### src/rtl/core/nrmc_pkg.sv
// ----------------------------------------------------------------------------
// nrmc_pkg
// Shared types, character codes and constant tables for the RMC sentence
// parser.
// ----------------------------------------------------------------------------
`default_nettype none

package nrmc_pkg;

    // Default count of kept fraction digits
    localparam int FRAC_DIGITS_DEF = 6;

    // Field widths
    localparam int CHAR_W     = 8;
    localparam int FIELD_W    = 4;
    localparam int CNT_W      = 3;
    localparam int INT_W      = 17;
    localparam int SCALED_W   = 37;
    localparam int FRAC_W     = 20;
    localparam int LAT_W      = 34;
    localparam int LON_W      = 37;
    localparam int DIR_W      = 8;
    localparam int OUT_TDATA_W = 88;

    // Character codes
    localparam logic [CHAR_W-1:0] CH_COMMA = 8'h2C;
    localparam logic [CHAR_W-1:0] CH_POINT = 8'h2E;
    localparam logic [CHAR_W-1:0] CH_ZERO  = 8'h30;
    localparam logic [CHAR_W-1:0] CH_NINE  = 8'h39;
    localparam logic [CHAR_W-1:0] CH_A     = 8'h41;

    // Field indexes within the sentence
    localparam logic [FIELD_W-1:0] FLD_HDR     = 4'd0;
    localparam logic [FIELD_W-1:0] FLD_STATUS  = 4'd2;
    localparam logic [FIELD_W-1:0] FLD_LAT     = 4'd3;
    localparam logic [FIELD_W-1:0] FLD_LAT_DIR = 4'd4;
    localparam logic [FIELD_W-1:0] FLD_LON     = 4'd5;
    localparam logic [FIELD_W-1:0] FLD_LON_DIR = 4'd6;
    localparam logic [FIELD_W-1:0] FLD_MIN_OK  = 4'd5;
    localparam logic [FIELD_W-1:0] FLD_MAX     = 4'd15;

    localparam logic [CNT_W-1:0] HDR_LEN = 3'd6;
    localparam logic [CNT_W-1:0] CNT_MAX = 3'd7;

    // Integer part saturation limits
    localparam logic [INT_W-1:0] INT_SAT     = 17'd99999;
    localparam logic [INT_W-1:0] LAT_INT_MAX = 17'd9999;
    localparam logic [INT_W-1:0] LON_INT_MAX = 17'd99999;

    // One input character with its end mark
    typedef struct packed {
        logic [CHAR_W-1:0] char_byte;
        logic              end_of_sentence;
    } nrmc_item_t;

    // One parsed sentence
    typedef struct packed {
        logic              parse_status;
        logic [LAT_W-1:0]  latitude_minutes;
        logic [DIR_W-1:0]  latitude_hemisphere;
        logic [LON_W-1:0]  longitude_minutes;
        logic [DIR_W-1:0]  longitude_hemisphere;
    } nrmc_result_t;

    // Powers of ten up to 10^11
    function automatic logic [SCALED_W-1:0] pow10(input logic [3:0] n);
        logic [SCALED_W-1:0] p;
        unique case (n)
            4'd0:    p = 37'd1;
            4'd1:    p = 37'd10;
            4'd2:    p = 37'd100;
            4'd3:    p = 37'd1000;
            4'd4:    p = 37'd10000;
            4'd5:    p = 37'd100000;
            4'd6:    p = 37'd1000000;
            4'd7:    p = 37'd10000000;
            4'd8:    p = 37'd100000000;
            4'd9:    p = 37'd1000000000;
            4'd10:   p = 37'd10000000000;
            4'd11:   p = 37'd100000000000;
            default: p = 37'd0;
        endcase
        return p;
    endfunction

    // Expected header text "$GPRMC"
    function automatic logic [CHAR_W-1:0] hdr_char(input logic [CNT_W-1:0] k);
        logic [CHAR_W-1:0] ch;
        unique case (k)
            3'd0:    ch = 8'h24;
            3'd1:    ch = 8'h47;
            3'd2:    ch = 8'h50;
            3'd3:    ch = 8'h52;
            3'd4:    ch = 8'h4D;
            3'd5:    ch = 8'h43;
            default: ch = 8'h00;
        endcase
        return ch;
    endfunction

endpackage

`default_nettype wire

### src/rtl/core/nrmc_in_stage.sv
// ----------------------------------------------------------------------------
// nrmc_in_stage
// Input register: captures one character word and holds it until the parse
// core consumes it.
// ----------------------------------------------------------------------------
`default_nettype none

module nrmc_in_stage (
    input  wire logic                        clk,
    input  wire logic                        rst_n,
    input  wire logic                        s_tvalid,
    output logic                             s_tready,
    input  wire logic [nrmc_pkg::CHAR_W-1:0] s_tdata,   // [7:0] char_byte
    input  wire logic                        s_tlast,   // end_of_sentence
    input  wire logic                        take,
    output logic                             item_valid,
    output nrmc_pkg::nrmc_item_t             item
);
    import nrmc_pkg::*;

    logic       valid_reg;
    logic       valid_next;
    nrmc_item_t item_reg;

    // Free when empty or being drained this cycle
    assign s_tready   = !valid_reg || take;
    assign valid_next = s_tvalid ? 1'b1 : (valid_reg && !take);

    always_ff @(posedge clk or negedge rst_n)
    begin
        if (!rst_n)
        begin
            valid_reg <= 1'b0;
        end
        else if (s_tready)
        begin
            valid_reg <= valid_next;
        end
    end

    // Payload
    always_ff @(posedge clk)
    begin
        if (s_tvalid && s_tready)
        begin
            item_reg <= '{char_byte: s_tdata, end_of_sentence: s_tlast};
        end
    end

    assign item_valid = valid_reg;
    assign item       = item_reg;

endmodule

`default_nettype wire

### src/rtl/core/nrmc_parse_core.sv
// ----------------------------------------------------------------------------
// nrmc_parse_core
// Per-sentence parse state: header check, status flag, coordinate
// accumulators and held fields. One character is applied per step.
// ----------------------------------------------------------------------------
`default_nettype none

module nrmc_parse_core #(
    parameter int FRAC_DIGITS = nrmc_pkg::FRAC_DIGITS_DEF
) (
    input  wire logic                 clk,
    input  wire logic                 rst_n,
    input  wire logic                 step_en,
    input  wire nrmc_pkg::nrmc_item_t item,
    output nrmc_pkg::nrmc_result_t    result
);
    import nrmc_pkg::*;

    localparam logic [SCALED_W-1:0] SCALE          = pow10(4'(FRAC_DIGITS));
    localparam logic [SCALED_W-1:0] INT_SAT_SCALED = pow10(4'(5 + FRAC_DIGITS)) - SCALE;
    localparam logic [SCALED_W-1:0] LAT_SAT_FULL   = pow10(4'(4 + FRAC_DIGITS)) - 37'd1;
    localparam logic [LAT_W-1:0]    LAT_SAT        = LAT_SAT_FULL[LAT_W-1:0];
    localparam logic [LON_W-1:0]    LON_SAT        = pow10(4'(5 + FRAC_DIGITS)) - 37'd1;
    localparam logic [CNT_W-1:0]    FRAC_LIMIT     = 3'(FRAC_DIGITS);
    localparam logic [3:0]          FRAC_TOP_EXP   = 4'(FRAC_DIGITS - 1);

    // State registers
    logic [FIELD_W-1:0]  field_reg,   field_next;
    logic [CNT_W-1:0]    cnt_reg,     cnt_next;
    logic                hdr_ok_reg,  hdr_ok_next;
    logic                stat_ok_reg, stat_ok_next;
    logic [INT_W-1:0]    int_reg,     int_next;
    logic [SCALED_W-1:0] isc_reg,     isc_next;
    logic [FRAC_W-1:0]   frac_reg,    frac_next;
    logic [CNT_W-1:0]    fcnt_reg,    fcnt_next;
    logic                point_reg,   point_next;
    logic [LAT_W-1:0]    lat_reg,     lat_next;
    logic [DIR_W-1:0]    lat_dir_reg, lat_dir_next;
    logic [LON_W-1:0]    lon_reg,     lon_next;
    logic [DIR_W-1:0]    lon_dir_reg, lon_dir_next;

    // After the character, before the end-of-sentence close
    logic [FIELD_W-1:0]  field_s1;
    logic [CNT_W-1:0]    cnt_s1;
    logic                hdr_ok_s1;
    logic                stat_ok_s1;
    logic [INT_W-1:0]    int_s1;
    logic [SCALED_W-1:0] isc_s1;
    logic [FRAC_W-1:0]   frac_s1;
    logic [CNT_W-1:0]    fcnt_s1;
    logic                point_s1;
    logic [LAT_W-1:0]    lat_s1;
    logic [DIR_W-1:0]    lat_dir_s1;
    logic [LON_W-1:0]    lon_s1;
    logic [DIR_W-1:0]    lon_dir_s1;

    logic [CHAR_W-1:0]   ch;
    logic                is_comma;
    logic                is_digit;
    logic [3:0]          digit;
    logic [INT_W+3:0]    int_mul;
    logic [SCALED_W+3:0] isc_mul;
    logic [3:0]          frac_exp;
    logic [SCALED_W-1:0] frac_prod;
    logic                hdr_ok_fin;
    logic                sent_ok;
    logic [LAT_W-1:0]    lat_fin;
    logic [LON_W-1:0]    lon_fin;

    // Coordinate value from the accumulators, saturated on the integer part
    function automatic logic [SCALED_W-1:0] coord(
        input logic [INT_W-1:0]    ival,
        input logic [SCALED_W-1:0] iscaled,
        input logic [FRAC_W-1:0]   fval,
        input logic [INT_W-1:0]    int_max,
        input logic [SCALED_W-1:0] sat
    );
        logic [SCALED_W-1:0] sum;
        sum = iscaled + {{(SCALED_W-FRAC_W){1'b0}}, fval};
        return (ival > int_max) ? sat : sum;
    endfunction

    // Character decode and digit arithmetic
    assign ch       = item.char_byte;
    assign is_comma = (ch == CH_COMMA);
    assign is_digit = (ch >= CH_ZERO) && (ch <= CH_NINE);
    assign digit    = 4'(ch - CH_ZERO);
    assign int_mul  = ({4'b0, int_reg} << 3) + ({4'b0, int_reg} << 1)
                    + {{INT_W{1'b0}}, digit};
    assign isc_mul  = ({4'b0, isc_reg} << 3) + ({4'b0, isc_reg} << 1)
                    + ({{SCALED_W{1'b0}}, digit} * {4'b0, SCALE});
    assign frac_exp  = FRAC_TOP_EXP - {1'b0, fcnt_reg};
    assign frac_prod = {{(SCALED_W-4){1'b0}}, digit} * pow10(frac_exp);

    // Apply the character: either close the field on a comma or take it
    always_comb
    begin
        field_s1   = field_reg;
        cnt_s1     = cnt_reg;
        hdr_ok_s1  = hdr_ok_reg;
        stat_ok_s1 = stat_ok_reg;
        int_s1     = int_reg;
        isc_s1     = isc_reg;
        frac_s1    = frac_reg;
        fcnt_s1    = fcnt_reg;
        point_s1   = point_reg;
        lat_s1     = lat_reg;
        lat_dir_s1 = lat_dir_reg;
        lon_s1     = lon_reg;
        lon_dir_s1 = lon_dir_reg;
        if (is_comma)
        begin
            if (field_reg == FLD_HDR && cnt_reg != HDR_LEN)
            begin
                hdr_ok_s1 = 1'b0;
            end
            if (field_reg == FLD_LAT)
            begin
                lat_s1 = LAT_W'(coord(int_reg, isc_reg, frac_reg, LAT_INT_MAX,
                                      {3'b0, LAT_SAT}));
            end
            if (field_reg == FLD_LON)
            begin
                lon_s1 = coord(int_reg, isc_reg, frac_reg, LON_INT_MAX, LON_SAT);
            end
            cnt_s1   = '0;
            int_s1   = '0;
            isc_s1   = '0;
            frac_s1  = '0;
            fcnt_s1  = '0;
            point_s1 = 1'b0;
            if (field_reg != FLD_MAX)
            begin
                field_s1 = field_reg + 4'd1;
            end
        end
        else
        begin
            // Fields other than the ones below only count characters
            if (field_reg == FLD_HDR)
            begin
                if (cnt_reg < HDR_LEN && ch != hdr_char(cnt_reg))
                begin
                    hdr_ok_s1 = 1'b0;
                end
            end
            else if (field_reg == FLD_STATUS)
            begin
                if (cnt_reg == '0)
                begin
                    stat_ok_s1 = (ch == CH_A);
                end
            end
            else if (field_reg == FLD_LAT || field_reg == FLD_LON)
            begin
                if (ch == CH_POINT)
                begin
                    point_s1 = 1'b1;
                end
                else if (is_digit)
                begin
                    if (!point_reg)
                    begin
                        // Integer part saturates
                        if (int_mul > {4'b0, INT_SAT})
                        begin
                            int_s1 = INT_SAT;
                            isc_s1 = INT_SAT_SCALED;
                        end
                        else
                        begin
                            int_s1 = int_mul[INT_W-1:0];
                            isc_s1 = isc_mul[SCALED_W-1:0];
                        end
                    end
                    else if (fcnt_reg < FRAC_LIMIT)
                    begin
                        frac_s1 = frac_reg + frac_prod[FRAC_W-1:0];
                        fcnt_s1 = fcnt_reg + 3'd1;
                    end
                end
            end
            else if (field_reg == FLD_LAT_DIR)
            begin
                if (cnt_reg == '0)
                begin
                    lat_dir_s1 = ch;
                end
            end
            else if (field_reg == FLD_LON_DIR)
            begin
                if (cnt_reg == '0)
                begin
                    lon_dir_s1 = ch;
                end
            end
            if (cnt_reg != CNT_MAX)
            begin
                cnt_s1 = cnt_reg + 3'd1;
            end
        end
    end

    // Final close at the end of the sentence
    assign hdr_ok_fin = hdr_ok_s1 && !(field_s1 == FLD_HDR && cnt_s1 != HDR_LEN);
    assign lat_fin    = (field_s1 == FLD_LAT)
                      ? LAT_W'(coord(int_s1, isc_s1, frac_s1, LAT_INT_MAX,
                                     {3'b0, LAT_SAT}))
                      : lat_s1;
    assign lon_fin    = (field_s1 == FLD_LON)
                      ? coord(int_s1, isc_s1, frac_s1, LON_INT_MAX, LON_SAT)
                      : lon_s1;
    assign sent_ok    = hdr_ok_fin && stat_ok_s1 && (field_s1 >= FLD_MIN_OK);

    always_comb
    begin
        result.parse_status         = !sent_ok;
        result.latitude_minutes     = sent_ok ? lat_fin    : '0;
        result.latitude_hemisphere  = sent_ok ? lat_dir_s1 : '0;
        result.longitude_minutes    = sent_ok ? lon_fin    : '0;
        result.longitude_hemisphere = sent_ok ? lon_dir_s1 : '0;
    end

    // Next state: cleared after each sentence
    always_comb
    begin
        if (item.end_of_sentence)
        begin
            field_next   = '0;
            cnt_next     = '0;
            hdr_ok_next  = 1'b1;
            stat_ok_next = 1'b0;
            int_next     = '0;
            isc_next     = '0;
            frac_next    = '0;
            fcnt_next    = '0;
            point_next   = 1'b0;
            lat_next     = '0;
            lat_dir_next = '0;
            lon_next     = '0;
            lon_dir_next = '0;
        end
        else
        begin
            field_next   = field_s1;
            cnt_next     = cnt_s1;
            hdr_ok_next  = hdr_ok_s1;
            stat_ok_next = stat_ok_s1;
            int_next     = int_s1;
            isc_next     = isc_s1;
            frac_next    = frac_s1;
            fcnt_next    = fcnt_s1;
            point_next   = point_s1;
            lat_next     = lat_s1;
            lat_dir_next = lat_dir_s1;
            lon_next     = lon_s1;
            lon_dir_next = lon_dir_s1;
        end
    end

    always_ff @(posedge clk or negedge rst_n)
    begin
        if (!rst_n)
        begin
            field_reg   <= '0;
            cnt_reg     <= '0;
            hdr_ok_reg  <= 1'b1;
            stat_ok_reg <= 1'b0;
            int_reg     <= '0;
            isc_reg     <= '0;
            frac_reg    <= '0;
            fcnt_reg    <= '0;
            point_reg   <= 1'b0;
            lat_reg     <= '0;
            lat_dir_reg <= '0;
            lon_reg     <= '0;
            lon_dir_reg <= '0;
        end
        else if (step_en)
        begin
            field_reg   <= field_next;
            cnt_reg     <= cnt_next;
            hdr_ok_reg  <= hdr_ok_next;
            stat_ok_reg <= stat_ok_next;
            int_reg     <= int_next;
            isc_reg     <= isc_next;
            frac_reg    <= frac_next;
            fcnt_reg    <= fcnt_next;
            point_reg   <= point_next;
            lat_reg     <= lat_next;
            lat_dir_reg <= lat_dir_next;
            lon_reg     <= lon_next;
            lon_dir_reg <= lon_dir_next;
        end
    end

endmodule

`default_nettype wire

### src/rtl/core/nrmc_out_stage.sv
// ----------------------------------------------------------------------------
// nrmc_out_stage
// Result register: holds one parsed sentence until the sink takes it.
// ----------------------------------------------------------------------------
`default_nettype none

module nrmc_out_stage (
    input  wire logic                             clk,
    input  wire logic                             rst_n,
    input  wire logic                             load,
    input  wire nrmc_pkg::nrmc_result_t           result,
    output logic                                  m_tvalid,
    input  wire logic                             m_tready,
    // [33:0] latitude_minutes, [41:34] latitude_hemisphere,
    // [78:42] longitude_minutes, [86:79] longitude_hemisphere, [87] zero
    output logic [nrmc_pkg::OUT_TDATA_W-1:0]      m_tdata,
    output logic                                  m_tuser   // parse_status
);
    import nrmc_pkg::*;

    logic         valid_reg;
    logic         valid_next;
    nrmc_result_t result_reg;

    assign valid_next = load ? 1'b1 : (valid_reg && !m_tready);

    always_ff @(posedge clk or negedge rst_n)
    begin
        if (!rst_n)
        begin
            valid_reg <= 1'b0;
        end
        else
        begin
            valid_reg <= valid_next;
        end
    end

    always_ff @(posedge clk)
    begin
        if (load)
        begin
            result_reg <= result;
        end
    end

    // Word packing
    assign m_tvalid = valid_reg;
    assign m_tuser  = result_reg.parse_status;
    assign m_tdata  = {1'b0,
                       result_reg.longitude_hemisphere,
                       result_reg.longitude_minutes,
                       result_reg.latitude_hemisphere,
                       result_reg.latitude_minutes};

endmodule

`default_nettype wire

### src/rtl/core/nmea_rmc_sentence_parser.sv
// ----------------------------------------------------------------------------
// nmea_rmc_sentence_parser
// Parses an RMC sentence streamed one character per word and emits one
// result word per sentence with latitude, longitude and hemispheres.
// ----------------------------------------------------------------------------
//
//  Channel | Direction | Payload                                  | Marker
//  --------+-----------+------------------------------------------+-------------------
//  s_*     | in        | tdata[7:0] char_byte                     | tlast end_of_sentence
//  m_*     | out       | tdata: lat, lat hemi, lon, lon hemi      | tuser parse_status
//
//  One character word is accepted per cycle, back to back, except in the stall below.
//  After the last character of a sentence is accepted, it waits in the input
//  register and its result is then loaded into the result register.
//  The input stalls only when a last character meets a full result register
//  that the sink is not taking.
//  Reset clears the parse state; the first word after reset opens field 0.
// ----------------------------------------------------------------------------
`default_nettype none

module nmea_rmc_sentence_parser #(
    parameter int FRAC_DIGITS = nrmc_pkg::FRAC_DIGITS_DEF
) (
    input  wire logic                             clk,
    input  wire logic                             rst_n,
    input  wire logic                             s_tvalid,
    output logic                                  s_tready,
    input  wire logic [nrmc_pkg::CHAR_W-1:0]      s_tdata,   // [7:0] char_byte
    input  wire logic                             s_tlast,   // end_of_sentence
    output logic                                  m_tvalid,
    input  wire logic                             m_tready,
    // [33:0] latitude_minutes, [41:34] latitude_hemisphere,
    // [78:42] longitude_minutes, [86:79] longitude_hemisphere, [87] zero
    output logic [nrmc_pkg::OUT_TDATA_W-1:0]      m_tdata,
    output logic                                  m_tuser    // parse_status
);
    import nrmc_pkg::*;

    logic         item_valid;
    nrmc_item_t   item;
    logic         advance;
    nrmc_result_t result;

    // A held character moves on unless it ends a sentence and the
    // result register is occupied and stalled
    assign advance = item_valid && (!item.end_of_sentence || !m_tvalid || m_tready);

    nrmc_in_stage u_in (
        .clk        (clk),
        .rst_n      (rst_n),
        .s_tvalid   (s_tvalid),
        .s_tready   (s_tready),
        .s_tdata    (s_tdata),
        .s_tlast    (s_tlast),
        .take       (advance),
        .item_valid (item_valid),
        .item       (item)
    );

    nrmc_parse_core #(
        .FRAC_DIGITS (FRAC_DIGITS)
    ) u_core (
        .clk     (clk),
        .rst_n   (rst_n),
        .step_en (advance),
        .item    (item),
        .result  (result)
    );

    nrmc_out_stage u_out (
        .clk      (clk),
        .rst_n    (rst_n),
        .load     (advance && item.end_of_sentence),
        .result   (result),
        .m_tvalid (m_tvalid),
        .m_tready (m_tready),
        .m_tdata  (m_tdata),
        .m_tuser  (m_tuser)
    );

endmodule

`default_nettype wire

### config.mk
export PLATFORM = sky130hd
export DESIGN_NAME = nmea_rmc_sentence_parser
export DESIGN_NICKNAME = d
export VERILOG_FILES = /design/src/rtl/core/nrmc_pkg.sv /design/src/rtl/core/nrmc_in_stage.sv /design/src/rtl/core/nrmc_parse_core.sv /design/src/rtl/core/nrmc_out_stage.sv /design/src/rtl/core/nmea_rmc_sentence_parser.sv
export SDC_FILE = /design/constraint.sdc
export NUM_CORES = 1
export LEC_CHECK = 0
export BUFFER_PORTS_ARGS = -buffer_cell sky130_fd_sc_hd__buf_2
export CAP_MARGIN = 20
export CELL_PAD_IN_SITES_DETAIL_PLACEMENT = 2
export CELL_PAD_IN_SITES_GLOBAL_PLACEMENT = 2
export CORE_MARGIN = 2
export CORE_UTILIZATION = 43
export CTS_CLUSTER_SIZE = 12
export DETAILED_ROUTE_END_ITERATION = 8
export PLACE_DENSITY_LB_ADDON = 0.05
export SLEW_MARGIN = 30
export SYNTH_ARGS = -nofsm -noshare
export SYNTH_HDL_FRONTEND = slang
export SYNTH_SLANG_ARGS = --single-unit
### constraint.sdc
create_clock -name clk -period 20.3 [get_ports clk]
set_input_delay 2.03 -clock clk [delete_from_list [all_inputs] [get_ports clk]]
set_output_delay 2.03 -clock clk [all_outputs]
set_load 0.005 [all_outputs]
==> out/qor_table.md <==
| Quantity | This run |
|:---|:---|
| Status | complete, no violations |
| Weighted congestion reported at the end of routability-driven placement | 0.880 |
| Number of cells on the worst hold path | 2 |
| Via count | 20500 |
| Critical-path maximum fanout | 14 |
| Post-CTS setup buffers | 0 |
| Leak | 11.1 nW |
| Final standard cell utilization of the core | 0.483 |
| Mapped Area | 22500 um^2 |
| Die X | 233 um |
| Critical path buffers and inverters | 2 |
| Post-Syn Instances | 2563 |
| Final hold violation count | 0 |
| Worst slew margin | 0.341 |
| Standard-cell rows | 83 |
| Floorplan Core Area | 51500 um^2 |
| Post-synthesis async set-or-reset flop share | 0.645 |
| Critical R2R Launch | u_core.fcnt_reg[1] |
| Count of cell instances traversed by the critical path | 30 |
| Crit. Startpoint | u_core.fcnt_reg[1] |
| Global-route wire length before repair | 137000 um |
| Largest register FFs | 87 |
| Critical path launch point type | flip-flop |
| Slew @ Worst Pin | 0.989 ns |
| Peak clock frequency supported by timing | 115 MHz |
| Vias in the first global route | 22500 |
| Remaining Overflow, GRT | 0 |
| Warning count from the yosys run | 0 |
| Port-buffer cells | 102 |
| Highest-count cells in the layout ignoring fill and taps | 293 x nand2_1, 203 x nor2_1, 197 x inv_1 |
| Detailed-placement wirelength estimate | 66700 um |
| Final setup violating endpoints | 0 |
| GRT Overall Usage | 0.329 |
| Sinks on Clock Net | 273 |
| Final worst path period need | 8.72 ns |
| Top_reg_cell synth | dfrtp_1 |
| Biggest area consumer among synthesized cells | dfrtp_1 |
| Worst-Skew Late Latency | 0.56 ns |
| Number of detailed-routing iterations run before antenna repair | 5 |
| CTS Buffer Depth | 3 |
| Category of cells accounting for the largest share of critical-path delay | adder cells |
| Starting density of the core | 0.437 |
| Antenna violations before repair | 0 |
| Worst setup path class | flip-flop to flip-flop |
| Biggest area contributors in the synthesized netlist | dfrtp_1 19%, edfxtp_1 13%, ha_1 10% |
| Post-cts hold buffer count | 0 |
| Top Ports | 104 |
| Number of diodes added for antenna fixing | 0 |
| Crit path max-delay cell type | ha_1 |
| Clock skew | 0.0184 ns |
| Final Routed Wirelength | 88600 um |
| Wire per inst | 26.7 um |
| Maximum number of pins on one net before global-route repair | 78 |
| Average cell area after synthesis | 8.78 um^2 |
| Fin Setup TNS | 0 ns |
| Number of vias per cell after detailed routing | 6.19 |
| Max-cap violations | 0 |
| Portion of the clock cycle consumed by the worst path in the final layout | 0.430 |
| Y dimension of the die | 233 um |
| Filler instances | 5641 |
| Most frequent standard cell in the layout excluding fill and tap cells | nand2_1 |
| Count of state elements after synthesis | 273 |
| Number of synthesized flops with an enable pin | 97 |
| PostCTS Resize Cnt | 0 |
| Number of nets with antenna violations after routing | 0 |
| Count of pins over their slew limit | 0 |
| Final standard cell area without fillers | 24900 um^2 |
| Register cell area after layout | 7320 um^2 |
| Class of the most critical hold timing path | flip-flop to flip-flop |
| Number of buffers created by CTS | 36 |
| Clock tree from TritonCTS | yes |
| Count of distinct cell types in the synthesized netlist | 98 |
| Worst hold path startpoint | u_core.lon_reg[4] |
| Largest incremental delay on the critical path | 0.57 ns |
| Area share of the leading cell type in the synthesized netlist | 0.195 |
| R2R depth | 30 |
| Syn_nets | 2839 |
| Required @ worst endpoint | 20.66 ns |
| DRC violations left | 0 |
| Combined area of the multi-input logic cells | 14000 um^2 |
| Die Area | 54200 um^2 |
| Setup repair after global routing missed its margin | false |
| Number of DRC markers in iteration 0 | 1327 |
| Clock H-tree levels | 2 |
| Post-synthesis sequential area ratio | 0.325 |
| Ratio of cells with drive above 1 in the final layout | 0.0990 |
| Final nets | 2886 |
| Kind of end point of the critical path | flip-flop |
| Post-place instance area | 23600 um^2 |
| Data arrival time at the worst-slack endpoint | 9.09 ns |
| Clock-pin slew reported for the worst setup and hold paths after clock tree synthesis | 0.06 ns |
| Root cell of the clock tree | clkbuf_16 |
| Power per standard cell area | 58.2 nW/um^2 |
| Peak supply drop | 0.0591 mV |
| Area grow syn2layout | 10.5% |
[path summary, 6_finish.rpt]
path                                       to  slack [ns]
setup / recovery            u_out.m_tdata[76]       11.58
hold / removal              u_core.lon_reg[4]        0.49
setup reg to reg            u_out.m_tdata[76]       11.58
hold reg to reg             u_core.lon_reg[4]        0.49
max in group asynchronous   u_core.isc_reg[4]       17.53
min in group asynchronous  u_core.isc_reg[33]        1.47
[cell type report]
type | count | share of cell area
multi-input combinational | 1963 | 0.562
clock buffer | 51 | 0.0422
tap | 680 | 0.0342
sequential | 273 | 0.294
clock inverter | 13 | 0.00548
timing repair buffer | 135 | 0.0319
inverter | 201 | 0.0304
[worst reg2reg max path: cells and delay by family, from the launching register on]
| family | cells | cell delay [ns] |
|---|---|---|
| fa+ha+maj | 6 | 2.92 |
| compound gates | 11 | 2.49 |
| simple gates | 9 | 1.93 |
| xor+xnor | 2 | 0.53 |
| flops | 1 | 0.47 |
| buf+inv | 2 | 0.21 |
[routing by layer]
layer / up-vias / track usage / share of wire
met5: - / 0 / 0
met4: 0 / 0.0920 / 0.025
met3: 114 / 0.0300 / 0.043
met2: 556 / 0.549 / 0.48
met1: 10700 / 0.455 / 0.45
li1: 9175 / - / -
[synthesized netlist by cell type (31+ instances only)]
library cell / number
nor3_1: 55
nand2b_1: 31
nor2_1: 207
o22ai_1: 36
xnor2_1: 84
a21o_1: 36
edfxtp_1: 97
ha_1: 185
a22oi_1: 33
a22o_1: 57
nand3_1: 64
o21ai_0: 180
fa_1: 78
nand2_1: 294
inv_1: 198
clkbuf_1: 90
and2_1: 33
xor2_1: 46
a21oi_1: 189
dfrtp_1: 175
[through the flow]
step / hold WS (ns) / cells / worst slack, ns / total power, mW
6_report: 0.492 / 3316 / 11.58 / 1.45
5_1_grt: 0.514 / 3316 / 10.94 / 1.49
4_1_cts: 0.492 / 3315 / 11.62 / 1.45
3_5_place_dp: 0.470 / 3251 / 11.76 / 0.796
3_3_place_gp: 0.457 / 3251 / 12.09 / 0.784
2_1_floorplan: 0.442 / 2563 / 12.95 / 0.722
[power by group]
part	switching, mW	internal, mW	total, mW
registers	0.0103	0.583	0.594
logic	0.132	0.0652	0.197
clock network	0.269	0.387	0.656
[kinds of logic (layout without fill, tap and decap cells)]
logic type               Yosys count  count (layout)  share of synthesized area
AND/OR/NAND/NOR                  808             808                      0.168
other                              1               1                   0.000167
multiplexers                      19              19                    0.00867
flip-flops                       273             273                      0.325
XOR/XNOR                         130             130                     0.0506
adder cells (fa/ha/maj)          263             263                      0.172
AO/OA/AOI/OAI                    742             742                      0.218
buffers and inverters            327             400                     0.0568
Power figures use the tool's default switching activity.
